### src/rtl/core/mdp_pkg.sv
package mdp_pkg;

  localparam int WORD_BITS = 32;
  localparam int LANES     = WORD_BITS / 2;
  localparam int LANE_W    = $clog2(LANES);
  localparam int GRP_SIZE  = 4;
  localparam int GROUPS    = LANES / GRP_SIZE;
  localparam int SHIFT_W   = LANE_W + 4;
  localparam int CNT_W     = 5;
  localparam int CMP_W     = 8;
  localparam int MODE_W    = 4;
  localparam int SUM_W     = 32;
  localparam int ELEM_W    = 16;
  localparam int ADDR_W    = 2;
  localparam int PDATA_W   = 32;

  // register byte addresses
  localparam logic [ADDR_W-1:0] REG_PRECISION_MODE = ADDR_W'(0);

  // precision mode codes
  localparam logic [MODE_W-1:0] MODE_A16B16 = 4'd0;
  localparam logic [MODE_W-1:0] MODE_A8B8   = 4'd1;
  localparam logic [MODE_W-1:0] MODE_A4B4   = 4'd2;
  localparam logic [MODE_W-1:0] MODE_A2B2   = 4'd3;
  localparam logic [MODE_W-1:0] MODE_A16B8  = 4'd4;
  localparam logic [MODE_W-1:0] MODE_A16B4  = 4'd5;
  localparam logic [MODE_W-1:0] MODE_A16B2  = 4'd6;
  localparam logic [MODE_W-1:0] MODE_A8B4   = 4'd7;
  localparam logic [MODE_W-1:0] MODE_A8B2   = 4'd8;
  localparam logic [MODE_W-1:0] MODE_A4B2   = 4'd9;

  typedef enum logic [1:0] {
    EW16,
    EW8,
    EW4,
    EW2
  } elem_w_t;

  typedef struct packed {
    logic    ok;
    elem_w_t a_w;
    elem_w_t b_w;
  } mode_dec_t;

  typedef struct packed {
    logic valid;
    logic last;
  } beat_ctl_t;

  function automatic mode_dec_t decode_mode(input logic [MODE_W-1:0] mode);
    mode_dec_t d;
    d.ok  = 1'b1;
    d.a_w = EW16;
    d.b_w = EW16;
    unique case (mode)
      MODE_A16B16: begin d.a_w = EW16; d.b_w = EW16; end
      MODE_A8B8:   begin d.a_w = EW8;  d.b_w = EW8;  end
      MODE_A4B4:   begin d.a_w = EW4;  d.b_w = EW4;  end
      MODE_A2B2:   begin d.a_w = EW2;  d.b_w = EW2;  end
      MODE_A16B8:  begin d.a_w = EW16; d.b_w = EW8;  end
      MODE_A16B4:  begin d.a_w = EW16; d.b_w = EW4;  end
      MODE_A16B2:  begin d.a_w = EW16; d.b_w = EW2;  end
      MODE_A8B4:   begin d.a_w = EW8;  d.b_w = EW4;  end
      MODE_A8B2:   begin d.a_w = EW8;  d.b_w = EW2;  end
      MODE_A4B2:   begin d.a_w = EW4;  d.b_w = EW2;  end
      default:     d.ok = 1'b0;
    endcase
    return d;
  endfunction

endpackage

### src/rtl/core/mdp_in_if.sv
interface mdp_in_if;
  import mdp_pkg::*;

  logic                 valid;
  logic                 ready;
  logic [WORD_BITS-1:0] a_word;
  logic [WORD_BITS-1:0] b_word;
  logic [CNT_W-1:0]     elem_count;
  logic                 last;

  modport source (output valid, a_word, b_word, elem_count, last, input ready);
  modport sink   (input valid, a_word, b_word, elem_count, last, output ready);
endinterface

### src/rtl/core/mdp_out_if.sv
interface mdp_out_if;
  import mdp_pkg::*;

  logic                    valid;
  logic                    ready;
  logic signed [SUM_W-1:0] dot_sum;

  modport source (output valid, dot_sum, input ready);
  modport sink   (input valid, dot_sum, output ready);
endinterface

### src/rtl/core/mdp_lane.sv
module mdp_lane
  import mdp_pkg::*;
(
  input  logic                    clk,
  input  logic                    en,
  input  logic [LANE_W-1:0]       lane_idx,
  input  mode_dec_t               mode_dec,
  input  logic [WORD_BITS-1:0]    a_word,
  input  logic [WORD_BITS-1:0]    b_word,
  input  logic [CNT_W-1:0]        elem_count,
  output logic signed [SUM_W-1:0] prod_r
);

  // pick element lane_idx of the given width and sign-extend it
  function automatic logic signed [ELEM_W-1:0] pick_elem(
    input logic [WORD_BITS-1:0] word,
    input logic [LANE_W-1:0]    idx,
    input elem_w_t              ew
  );
    logic [WORD_BITS-1:0]     sh;
    logic signed [ELEM_W-1:0] e;
    sh = '0;
    e  = '0;
    unique case (ew)
      EW16: begin
        sh = word >> {idx, 4'b0000};
        e  = sh[15:0];
      end
      EW8: begin
        sh = word >> SHIFT_W'({idx, 3'b000});
        e  = {{8{sh[7]}}, sh[7:0]};
      end
      EW4: begin
        sh = word >> SHIFT_W'({idx, 2'b00});
        e  = {{12{sh[3]}}, sh[3:0]};
      end
      EW2: begin
        sh = word >> SHIFT_W'({idx, 1'b0});
        e  = {{14{sh[1]}}, sh[1:0]};
      end
      default: e = '0;
    endcase
    return e;
  endfunction

  logic [CMP_W-1:0]         per_word;
  logic                     lane_on;
  logic signed [ELEM_W-1:0] a_elem;
  logic signed [ELEM_W-1:0] b_elem;
  logic signed [SUM_W-1:0]  prod_full;
  logic signed [SUM_W-1:0]  prod_nxt;

  // elements of the a side that fit into one word
  always_comb begin
    unique case (mode_dec.a_w)
      EW16:    per_word = CMP_W'(WORD_BITS / 16);
      EW8:     per_word = CMP_W'(WORD_BITS / 8);
      EW4:     per_word = CMP_W'(WORD_BITS / 4);
      EW2:     per_word = CMP_W'(WORD_BITS / 2);
      default: per_word = '0;
    endcase
  end

  assign lane_on = mode_dec.ok
                && (CMP_W'(lane_idx) < CMP_W'(elem_count))
                && (CMP_W'(lane_idx) < per_word);

  assign a_elem    = pick_elem(a_word, lane_idx, mode_dec.a_w);
  assign b_elem    = pick_elem(b_word, lane_idx, mode_dec.b_w);
  // full-width signed product of the two 16-bit elements
  assign prod_full = a_elem * b_elem;
  assign prod_nxt  = lane_on ? prod_full : '0;

  always_ff @(posedge clk) begin
    if (en) begin
      prod_r <= prod_nxt;
    end
  end

endmodule

### src/rtl/core/mdp_merge.sv
module mdp_merge
  import mdp_pkg::*;
(
  input  logic                    clk,
  input  logic                    rst_n,
  input  logic                    en,
  input  beat_ctl_t               s1_ctl,
  input  logic signed [SUM_W-1:0] prods [LANES],
  input  logic                    out_ready,
  output logic                    out_valid_r,
  output logic signed [SUM_W-1:0] dot_sum_r
);

  beat_ctl_t               s2_ctl_r;
  logic signed [SUM_W-1:0] grp_r   [GROUPS];
  logic signed [SUM_W-1:0] grp_nxt [GROUPS];
  logic signed [SUM_W-1:0] acc_r;
  logic signed [SUM_W-1:0] acc_nxt;
  logic signed [SUM_W-1:0] total;
  logic                    out_valid_nxt;
  logic signed [SUM_W-1:0] dot_sum_nxt;

  // first tree level: groups of lanes
  always_comb begin
    for (int g = 0; g < GROUPS; g++) begin
      grp_nxt[g] = '0;
      for (int k = 0; k < GRP_SIZE; k++) begin
        grp_nxt[g] = grp_nxt[g] + prods[g*GRP_SIZE + k];
      end
    end
  end

  always_comb begin
    total = acc_r;
    for (int g = 0; g < GROUPS; g++) begin
      total = total + grp_r[g];
    end
  end

  always_comb begin
    acc_nxt       = acc_r;
    out_valid_nxt = out_valid_r && !out_ready;
    dot_sum_nxt   = dot_sum_r;
    if (en) begin
      out_valid_nxt = 1'b0;
      if (s2_ctl_r.valid) begin
        if (s2_ctl_r.last) begin
          acc_nxt       = '0;
          out_valid_nxt = 1'b1;
          dot_sum_nxt   = total;
        end else begin
          acc_nxt = total;
        end
      end
    end
  end

  always_ff @(posedge clk) begin
    if (!rst_n) begin
      s2_ctl_r    <= '0;
      acc_r       <= '0;
      out_valid_r <= 1'b0;
    end else begin
      if (en) begin
        s2_ctl_r <= s1_ctl;
      end
      acc_r       <= acc_nxt;
      out_valid_r <= out_valid_nxt;
    end
  end

  always_ff @(posedge clk) begin
    if (en) begin
      grp_r <= grp_nxt;
    end
    dot_sum_r <= dot_sum_nxt;
  end

endmodule

### src/rtl/core/mixed_precision_dot_product.sv
// packed mixed-precision signed dot product, one word pair per beat
//
// in_ch  : valid/ready channel carrying a_word, b_word, elem_count, last.
//          the first elem_count pairs (capped at the a elements per word) are
//          sign-extended, multiplied and summed in a 32-bit wrapping accumulator
// out_ch : valid/ready channel carrying dot_sum, one beat per input beat
//          that has last set; the accumulator clears behind it
// apb    : psel/penable/pwrite/paddr/pwdata/prdata/pready, one register
//          (precision_mode at address 0), write only while idle
//
// throughput: one beat per cycle unless out_ch stalls, set by the per-lane
// multipliers and two-level adder tree, which each take a new beat every cycle
// pipe: the lane products load at the input accept edge, then the group sums,
// then the total accumulates into the output register
// stall: the whole pipe holds while out_ch has a beat pending and the
// receiver is not ready; in_ch.ready drops in the same cycle
// reset: rst_n (sync, active low) clears the pipe valids, the accumulator,
// the output valid and selects mode a16b16
module mixed_precision_dot_product
  import mdp_pkg::*;
(
  input  logic               clk,
  input  logic               rst_n,
  mdp_in_if.sink             in_ch,
  mdp_out_if.source          out_ch,
  input  logic               psel,
  input  logic               penable,
  input  logic               pwrite,
  input  logic [ADDR_W-1:0]  paddr,
  input  logic [PDATA_W-1:0] pwdata,
  output logic [PDATA_W-1:0] prdata,
  output logic               pready
);

  // config register
  logic [MODE_W-1:0] mode_r;
  logic [MODE_W-1:0] mode_nxt;
  mode_dec_t         mode_dec;

  // pipe control
  logic                    en;
  beat_ctl_t               s1_ctl_r;
  beat_ctl_t               s1_ctl_nxt;
  logic signed [SUM_W-1:0] prods [LANES];
  logic                    out_valid_r;
  logic signed [SUM_W-1:0] dot_sum_r;

  // apb: zero wait states, write lands on the access phase
  assign pready = 1'b1;

  always_comb begin
    mode_nxt = mode_r;
    if (psel && penable && pwrite && (paddr == REG_PRECISION_MODE)) begin
      mode_nxt = pwdata[MODE_W-1:0];
    end
  end

  always_comb begin
    prdata = '0;
    if (paddr == REG_PRECISION_MODE) begin
      prdata = PDATA_W'(mode_r);
    end
  end

  assign mode_dec = decode_mode(mode_r);

  // pipe advances unless the output beat is stuck
  assign en          = !out_valid_r || out_ch.ready;
  assign in_ch.ready = en;

  always_comb begin
    s1_ctl_nxt       = s1_ctl_r;
    if (en) begin
      s1_ctl_nxt.valid = in_ch.valid;
      s1_ctl_nxt.last  = in_ch.last;
    end
  end

  always_ff @(posedge clk) begin
    if (!rst_n) begin
      mode_r   <= MODE_A16B16;
      s1_ctl_r <= '0;
    end else begin
      mode_r   <= mode_nxt;
      s1_ctl_r <= s1_ctl_nxt;
    end
  end

  // one multiplier lane per element position
  for (genvar i = 0; i < LANES; i++) begin : g_lane
    mdp_lane u_lane (
      .clk        (clk),
      .en         (en),
      .lane_idx   (LANE_W'(i)),
      .mode_dec   (mode_dec),
      .a_word     (in_ch.a_word),
      .b_word     (in_ch.b_word),
      .elem_count (in_ch.elem_count),
      .prod_r     (prods[i])
    );
  end

  // adder tree, accumulator and output register
  mdp_merge u_merge (
    .clk         (clk),
    .rst_n       (rst_n),
    .en          (en),
    .s1_ctl      (s1_ctl_r),
    .prods       (prods),
    .out_ready   (out_ch.ready),
    .out_valid_r (out_valid_r),
    .dot_sum_r   (dot_sum_r)
  );

  assign out_ch.valid   = out_valid_r;
  assign out_ch.dot_sum = dot_sum_r;

endmodule

### src/flat_wrapper.sv
// flat-port wrapper written by rule: the top's interface ports become plain ports
module mixed_precision_dot_product_flat import mdp_pkg::*;
  (clk, rst_n, psel, penable, pwrite, paddr, pwdata, prdata, pready, in_ch_valid, in_ch_a_word, in_ch_b_word, in_ch_elem_count, in_ch_last, in_ch_ready, out_ch_valid, out_ch_dot_sum, out_ch_ready);
  mdp_in_if in_ch_i ();
  mdp_out_if out_ch_i ();
  input  logic clk;
  input  logic rst_n;
  input  logic psel;
  input  logic penable;
  input  logic pwrite;
  input  logic [ADDR_W-1:0] paddr;
  input  logic [PDATA_W-1:0] pwdata;
  output logic [PDATA_W-1:0] prdata;
  output logic pready;
  input wire logic [$bits(in_ch_i.valid)-1:0] in_ch_valid;
  input wire logic [$bits(in_ch_i.a_word)-1:0] in_ch_a_word;
  input wire logic [$bits(in_ch_i.b_word)-1:0] in_ch_b_word;
  input wire logic [$bits(in_ch_i.elem_count)-1:0] in_ch_elem_count;
  input wire logic [$bits(in_ch_i.last)-1:0] in_ch_last;
  output wire logic [$bits(in_ch_i.ready)-1:0] in_ch_ready;
  output wire logic [$bits(out_ch_i.valid)-1:0] out_ch_valid;
  output wire logic [$bits(out_ch_i.dot_sum)-1:0] out_ch_dot_sum;
  input wire logic [$bits(out_ch_i.ready)-1:0] out_ch_ready;
  assign in_ch_i.valid = in_ch_valid;
  assign in_ch_i.a_word = in_ch_a_word;
  assign in_ch_i.b_word = in_ch_b_word;
  assign in_ch_i.elem_count = in_ch_elem_count;
  assign in_ch_i.last = in_ch_last;
  assign in_ch_ready = in_ch_i.ready;
  assign out_ch_valid = out_ch_i.valid;
  assign out_ch_dot_sum = out_ch_i.dot_sum;
  assign out_ch_i.ready = out_ch_ready;
  mixed_precision_dot_product u_core (.clk(clk), .rst_n(rst_n), .in_ch(in_ch_i), .out_ch(out_ch_i), .psel(psel), .penable(penable), .pwrite(pwrite), .paddr(paddr), .pwdata(pwdata), .prdata(prdata), .pready(pready));
endmodule
### config.mk
export PLATFORM = sky130hd
export DESIGN_NAME = mixed_precision_dot_product_flat
export DESIGN_NICKNAME = d
export VERILOG_FILES = /design/src/rtl/core/mdp_pkg.sv /design/src/rtl/core/mdp_in_if.sv /design/src/rtl/core/mdp_out_if.sv /design/src/rtl/core/mdp_lane.sv /design/src/rtl/core/mdp_merge.sv /design/src/rtl/core/mixed_precision_dot_product.sv /design/src/flat_wrapper.sv
export SDC_FILE = /design/constraint.sdc
export NUM_CORES = 2
export LEC_CHECK = 0
export ABC_AREA = 1
export BUFFER_PORTS_ARGS = -buffer_cell sky130_fd_sc_hd__buf_2
export CAP_MARGIN = 20
export CORE_ASPECT_RATIO = 0.7
export CORE_MARGIN = 2
export CORE_UTILIZATION = 25
export DETAILED_ROUTE_END_ITERATION = 7
export GPL_TIMING_DRIVEN = 1
export SYNTH_ARGS = -nofsm -noshare
export SYNTH_HDL_FRONTEND = slang
export SYNTH_SLANG_ARGS = --single-unit
export TNS_END_PERCENT = 50
### constraint.sdc
create_clock -name clk -period 16.83 [get_ports clk]
set_clock_uncertainty 0.05 [all_clocks]
set_input_delay 2.5245 -clock clk [delete_from_list [all_inputs] [get_ports clk]]
set_output_delay 2.5245 -clock clk [all_outputs]
set_load 0.005 [all_outputs]
# ---- Yosys cells after proc, flatten, opt, wreduce, memory -nomap -nowiden
# Index checks and enable logic that the tools add are counted.
dict set report totals {
  wordCells 197
  regBits 713
  input_bits 111
  output_inout_bits 67
}
dict set report op_classes {
  reduce_logical 50
  n_addsub 16
  multipliers 16
  muxes 40
  n_eq_ne 15
  magnitude_cmp 32
}
# op n
set ops {}
lappend ops {{32-bit adder} 16}
lappend ops {{16-bit by 16-bit multiplier with 32-bit output} 16}
lappend ops {{16-bit case mux with 2 select lines} 16}
lappend ops {{16-bit case mux with 4 select lines} 8}
lappend ops {{16-bit case mux with 3 select lines} 8}
lappend ops {{4-bit by 8-bit less-than comparator with 1-bit output, first input constant} 8}
lappend ops {{4-bit by 5-bit less-than comparator with 1-bit output, first input constant} 8}
lappend ops {{1-bit logical AND} 36}
lappend ops {{4-bit case mux with 9 select lines} 1}
lappend ops {{3-bit by 8-bit less-than comparator with 1-bit output, first input constant} 4}
lappend ops {{32-bit 2-to-1 mux} 1}
lappend ops {{8-bit case mux with 4 select lines} 1}
lappend ops {{3-bit by 5-bit less-than comparator with 1-bit output, first input constant} 4}
lappend ops {{4-bit by 3-bit == test with 1-bit output, second input constant} 4}
lappend ops {{1-bit by 8-bit less-than comparator with 1-bit output, first input constant} 2}
lappend ops {{2-bit by 8-bit less-than comparator with 1-bit output, first input constant} 2}
lappend ops {{1-bit by 5-bit less-than comparator with 1-bit output, first input constant} 2}
lappend ops {{2-bit by 5-bit less-than comparator with 1-bit output, first input constant} 2}
lappend ops {{10-bit OR reduction} 1}
lappend ops {{2-bit == test, second input constant} 4}
lappend ops {{4-bit by 2-bit == test with 1-bit output, second input constant} 2}
lappend ops {{4-bit == test, second input constant} 2}
lappend ops {{2-bit zero test} 3}
lappend ops {{3-bit OR reduction} 2}
lappend ops {{other kinds (10)} 16}

# ---- Longest topological paths before layout
dict set report depth {
  depth_word 6
  ltp_mapped 39
  mapped_depth_nobuf 38
}

# ---- Hierarchy
# A second synthesis with hierarchy kept.
dict set report unflattened {
  hier_cells 33548
  area_unflattened_um2 249132.7
}
# module area_each_um2 cells_per_inst instances seq_area_each_um2
set modules_own_cells {}
lappend modules_own_cells {{mdp_lane (u_core.g_lane[13].u_lane ...)} 13778.2 1881 10 960.9}
lappend modules_own_cells {{mdp_lane (u_core.g_lane[10].u_lane ...)} 14490.1 2013 2 960.9}
lappend modules_own_cells {mdp_merge 23948.0 2755 1 5505.3}
lappend modules_own_cells {{mdp_lane (u_core.g_lane[0].u_lane)} 14757.9 2013 1 960.9}
lappend modules_own_cells {{mdp_lane (u_core.g_lane[8].u_lane)} 14617.8 1976 1 960.9}
lappend modules_own_cells {{mdp_lane (u_core.g_lane[12].u_lane)} 14579.0 1996 1 960.9}
lappend modules_own_cells {{mdp_lane (u_core.g_lane[9].u_lane)} 13852.0 1875 1 960.9}
lappend modules_own_cells {mixed_precision_dot_product 615.6 97 1 120.1}

# ---- Worst setup path before layout
# No wires, ideal clock.
dict set report synth_path {
  path_type {input port to flip-flop}
  start {input out_ch_ready}
  end {register u_core.u_merge.acc_r[3]}
  arrival_ns 18.154
  setup_time_ns 0.070
  path_buffers 1
  t_required_ns 16.710
  cell_stages 7
  slack_ns -1.444
  cell_sequence {nor2_1 > inv_1 > nand2_1 > nor2_1 > clkbuf_1 > a22oi_1 > nor2_1}
}
dict set report synth_between {
  elab_chain_len 2
}
# element line_no
set synth_rtl {}
lappend synth_rtl {{start, declared} flat_wrapper.sv:23} ;# input wire logic [$bits(out_ch_i.ready)-1:0] out_ch_ready;
lappend synth_rtl {{1-bit logical OR} mixed_precision_dot_product.sv:68} ;# assign en = !out_valid_r || out_ch.ready;
lappend synth_rtl {{via in_ch_ready} flat_wrapper.sv:20} ;# output wire logic [$bits(in_ch_i.ready)-1:0] in_ch_ready;
lappend synth_rtl {{2-bit AND reduction (no line)} -}
lappend synth_rtl {{end signal, assigned} mdp_merge.sv:67} ;# acc_r <= acc_nxt;
lappend synth_rtl {{end, declared} mdp_merge.sv:17} ;# logic signed [SUM_W-1:0] acc_r;
# The timed path passes the listed nets, and every way through them passes these cells.
# A chain may end at the register's enable or synchronous reset.

# ---- Worst setup path in the final report
dict set report layout_path {
  start {input in_ch_b_word[9]}
  end {register u_core.g_lane[1].u_lane.prod_r[29] (data pin)}
}
dict set report layout_between {
  elab_chain_len 2
}
# element line_no
set layout_rtl {}
lappend layout_rtl {{start, declared} flat_wrapper.sv:17} ;# input wire logic [$bits(in_ch_i.b_word)-1:0] in_ch_b_word;
lappend layout_rtl {{16-bit case mux with 4 select lines} mdp_lane.sv:24} ;# unique case (ew)
lappend layout_rtl {{16-bit by 16-bit multiplier with 32-bit output} mdp_lane.sv:71} ;# assign prod_full = a_elem * b_elem;
lappend layout_rtl {{end signal, assigned} mdp_lane.sv:76} ;# prod_r <= prod_nxt;
lappend layout_rtl {{end, declared} mdp_lane.sv:11} ;# output logic signed [SUM_W-1:0] prod_r
# Every way passes these cells.

==> out/metrics.csv <==
metric,value,unit
average size of a mapped cell,8.83,µm²
Post-synth top flop,sky130_fd_sc_hd__edfxtp_1,
hold buffer count at CTS,0,
top cells by instance count after synthesis,"sky130_fd_sc_hd__inv_1 (2538), sky130_fd_sc_hd__nand2_1 (1767), sky130_fd_sc_hd__fa_1 (1498)",
hold path startpoint,u_core.u_merge.acc_r[1],
"Area growth, synth to finish",9.88,%
overall routing resource usage,16.2,%
setup fix buffers added after clock tree synthesis,0,
Worst Tran Pin Value,1.22,ns
total detailed-routing wirelength,339000,µm
final net count,14600,
root buf cell,sky130_fd_sc_hd__clkbuf_16,
Simple-Gate Fraction of Synth Area,13.8,%
critical path capture point type,flip-flop,
Startpoint Class,primary input,
site row count,197,
Detailed Place HPWL,293000,µm
number of register bits inferred by synthesis,713,
number of design rule violations left after detail routing,0,
number of sinks handled by clock tree synthesis,713,
"top cells by area, synth","sky130_fd_sc_hd__fa_1 (29%), sky130_fd_sc_hd__edfxtp_1 (20%), sky130_fd_sc_hd__ha_1 (14%)",
min cycle time layout,9.77,ns
fmax,0.102,GHz
count of different cell masters after synthesis,66,
worst hold slack across all endpoints,0.421,ns
Register-to-Register Path Depth,27,
category of the most critical setup path,primary input to flip-flop,
Hold/Removal Path Class,flip-flop to flip-flop,
most repeated cell in the gate-level netlist after synthesis,sky130_fd_sc_hd__inv_1,
global placer's final weighted congestion,0.961,
GRT overflow,0,
clock latency at the later pin of the worst-skew pair,0.72,ns
CP Launch Point,in_ch_b_word[9],
Yosys top cell by area,sky130_fd_sc_hd__fa_1,
total setup violations reported at the end of the flow,0,
Port Buffer Count,120,
count of placed standard cells including taps,17200,
Max-slew headroom,18.5,%
Max clock buf depth,3,
synth warn,0,
Post-synth EDFFs,672,
unrepaired setup endpoints after global routing,no,
vias in the first global route,77900,
Mapped Area,103000,µm²
Final Max Tran Viols,0,
fraction of synthesis flops using an asynchronous set or reset pin,0,%
worst endpoint data arrival time,10.12,ns
final core area utilization,27.6,%
DR vias/cell,4.62,
number of endpoints with negative hold slack in the final report,0,
Worst Setup EP,u_core.g_lane[1].u_lane.prod_r[29],
XOR/XNOR Fraction of Synth Area,2.83,%
cts repair resizes,0,
area of the die,418000,µm²
fin crit share,58.1,%
summed negative setup slack over all endpoints,0,ns
reg2reg setup slack,7.26,ns
pin count of the biggest net entering global routing,144,
antenna violation net count after detailed routing,0,
CTS H-tree lvls,3,
number of search-and-repair iterations in the first detailed-routing pass,8,
Top-Level Pins,178,
r2r endpoint,u_core.g_lane[1].u_lane.prod_r[29],
status,finished clean,
Chip Height,542,µm
die width,772,µm
data required time at the worst endpoint,17.18,ns
multiplexer share of the synthesized area,0.0582,%
detailed-route via count,80300,
Post-Syn Instances,11700,
dominant combinational cell family by area after synthesis,adder cells,
sequential element share of the synthesized area,20.3,%
wire length of the first global-routing pass,510000,µm
Worst Path Max Fanout,11,
TritonCTS clock tree,done,
Synth Area in Compound Gates,9.87,%
Non-Filler Instances,17400,
TritonCTS buffer count,81,
number of DRC markers in iteration 0,8813,
area of the core,411000,µm²
area share of the largest cell type after synthesis,29.1,%
Reg2Reg Launch Point,u_core.mode_r[1],
"arithmetic-cell share of the synthesized area counting full adders, half adders and majority gates",42.8,%
clock slew seen by the registers of the worst setup and hold paths,0.06,ns
antenna violations before repair,29,
effective utilization at floorplan,25.1,%
maximum capacitance violations,0,
layout cells sized above 1,4.78,%
routed length per instance,19.5,µm
[state kept, by name, indices dropped and copies added (netlist names)]
register and cells:
u_core.u_merge.grp_r 128, u_core.u_merge.s2_ctl_r 2, u_core.u_merge.acc_r 32, u_core.u_merge.out_valid_r 1
u_core.u_merge.dot_sum_r 32, u_core.g_lane.u_lane.prod_r 512, u_core.s1_ctl_r 2, u_core.mode_r 4
[metal layers]
metal / GRT usage, % / vias to the layer above / wire (µm)
met2: 21.2 / 3118 / 126000
met1: 26.0 / 39600 / 170000
met4: 3.43 / 2 / 8230
met3: 3.85 / 317 / 35000
met5: 0 / - / 13
li1: - / 37300 / -
[worst min path at each step]
stage,endpoint,slack [ns],cells past startpoint
after global routing,u_core.s1_ctl_r[0],0.45,2
after CTS,u_core.u_merge.acc_r[1],0.42,2
after detailed placement,u_core.u_merge.acc_r[1],0.41,2
after global placement,u_core.u_merge.acc_r[1],0.40,2
after floorplan,u_core.u_merge.acc_r[1],0.40,2
final,u_core.u_merge.acc_r[1],0.42,2
[worst max-delay path, stage by stage]
cell and delay [ns]:
sky130_fd_sc_hd__buf_2 0.20, sky130_fd_sc_hd__inv_1 0.13, sky130_fd_sc_hd__nor2_1 0.13, sky130_fd_sc_hd__a211oi_1 0.07, sky130_fd_sc_hd__a21oi_1 0.83, sky130_fd_sc_hd__inv_1 0.56
sky130_fd_sc_hd__nor2_1 0.30, sky130_fd_sc_hd__fa_1 0.43, sky130_fd_sc_hd__inv_1 0.09, sky130_fd_sc_hd__fa_1 0.41, sky130_fd_sc_hd__fa_1 0.52, sky130_fd_sc_hd__inv_1 0.06
sky130_fd_sc_hd__fa_1 0.49, sky130_fd_sc_hd__fa_1 0.49, sky130_fd_sc_hd__inv_1 0.05, sky130_fd_sc_hd__fa_1 0.53, sky130_fd_sc_hd__inv_1 0.06, sky130_fd_sc_hd__ha_1 0.39
sky130_fd_sc_hd__nand2_1 0.15, sky130_fd_sc_hd__nor2_1 0.12, sky130_fd_sc_hd__nor2_1 0.05, sky130_fd_sc_hd__o21ai_0 0.34, sky130_fd_sc_hd__nand2_1 0.11, sky130_fd_sc_hd__nand3_1 0.21
sky130_fd_sc_hd__a21oi_1 0.12, sky130_fd_sc_hd__nand2_1 0.07, sky130_fd_sc_hd__nand2_1 0.04, sky130_fd_sc_hd__nor2_1 0.64
[cell families after synthesis]
group / Yosys count
xor gates and xnor gates: 334
buffers and inverters: 2771
and+or+nand+nor: 3449
DFF: 713
other: 2
adders and majority gates: 2632
AOI/OAI and AO/OA: 1787
muxes: 6
[metrics by stage]
stage / setup slack (ns) / cell area, µm²
after floorplan: 3.66 / 103000
after global routing: 6.82 / 113000
after detailed placement: 6.57 / 111000
after CTS: 7.29 / 113000
after global placement: 6.56 / 111000
final: 7.06 / 113000
[final cells by class]
| cell class | instances | area (µm²) |
|---|---|---|
| clock buffer | 99 | 2170 |
| timing repair buffer | 208 | 1310 |
| multi-input combinational | 8237 | 71700 |
| clock inverter | 51 | 567 |
| sequential | 713 | 21000 |
| inverter | 2586 | 9720 |
| antenna | 22 | 55.1 |
| fill | 44100 | 298000 |
| tap | 5472 | 6850 |
[cell usage in the layout, fill, tap and decap left out, types with 12 or more instances in the layout]
cell	count
sky130_fd_sc_hd__a21boi_0	44
sky130_fd_sc_hd__o221ai_1	16
sky130_fd_sc_hd__diode_2	22
sky130_fd_sc_hd__nor3_1	86
sky130_fd_sc_hd__clkinv_2	15
sky130_fd_sc_hd__clkbuf_16	82
sky130_fd_sc_hd__a21oi_2	16
sky130_fd_sc_hd__and2_1	20
sky130_fd_sc_hd__nor4_1	26
sky130_fd_sc_hd__xnor2_1	118
sky130_fd_sc_hd__clkbuf_1	12
sky130_fd_sc_hd__ha_1	1134
sky130_fd_sc_hd__a21o_1	33
sky130_fd_sc_hd__buf_2	120
sky130_fd_sc_hd__a31o_2	21
sky130_fd_sc_hd__inv_1	2537
sky130_fd_sc_hd__dfxtp_1	41
sky130_fd_sc_hd__conb_1	29
sky130_fd_sc_hd__clkinv_1	13
sky130_fd_sc_hd__o21bai_1	37
sky130_fd_sc_hd__nand2_2	14
sky130_fd_sc_hd__nand4_1	98
sky130_fd_sc_hd__or2_2	57
sky130_fd_sc_hd__edfxtp_1	672
sky130_fd_sc_hd__xor2_1	216
sky130_fd_sc_hd__o21ai_2	25
sky130_fd_sc_hd__a31oi_1	43
sky130_fd_sc_hd__o211ai_1	19
sky130_fd_sc_hd__buf_4	85
sky130_fd_sc_hd__o22ai_1	12
sky130_fd_sc_hd__fa_1	1498
sky130_fd_sc_hd__nor2_1	1033
sky130_fd_sc_hd__nor3b_1	18
sky130_fd_sc_hd__o21ai_0	455
sky130_fd_sc_hd__o21a_1	74
sky130_fd_sc_hd__inv_2	35
sky130_fd_sc_hd__o21ai_1	31
sky130_fd_sc_hd__nand2_1	1766
sky130_fd_sc_hd__a21oi_1	896
sky130_fd_sc_hd__nand3_1	297
Power is left out: the tool's default activity adds up to more than one toggle a clock period on the data nets, which glitch-free logic cannot reach.
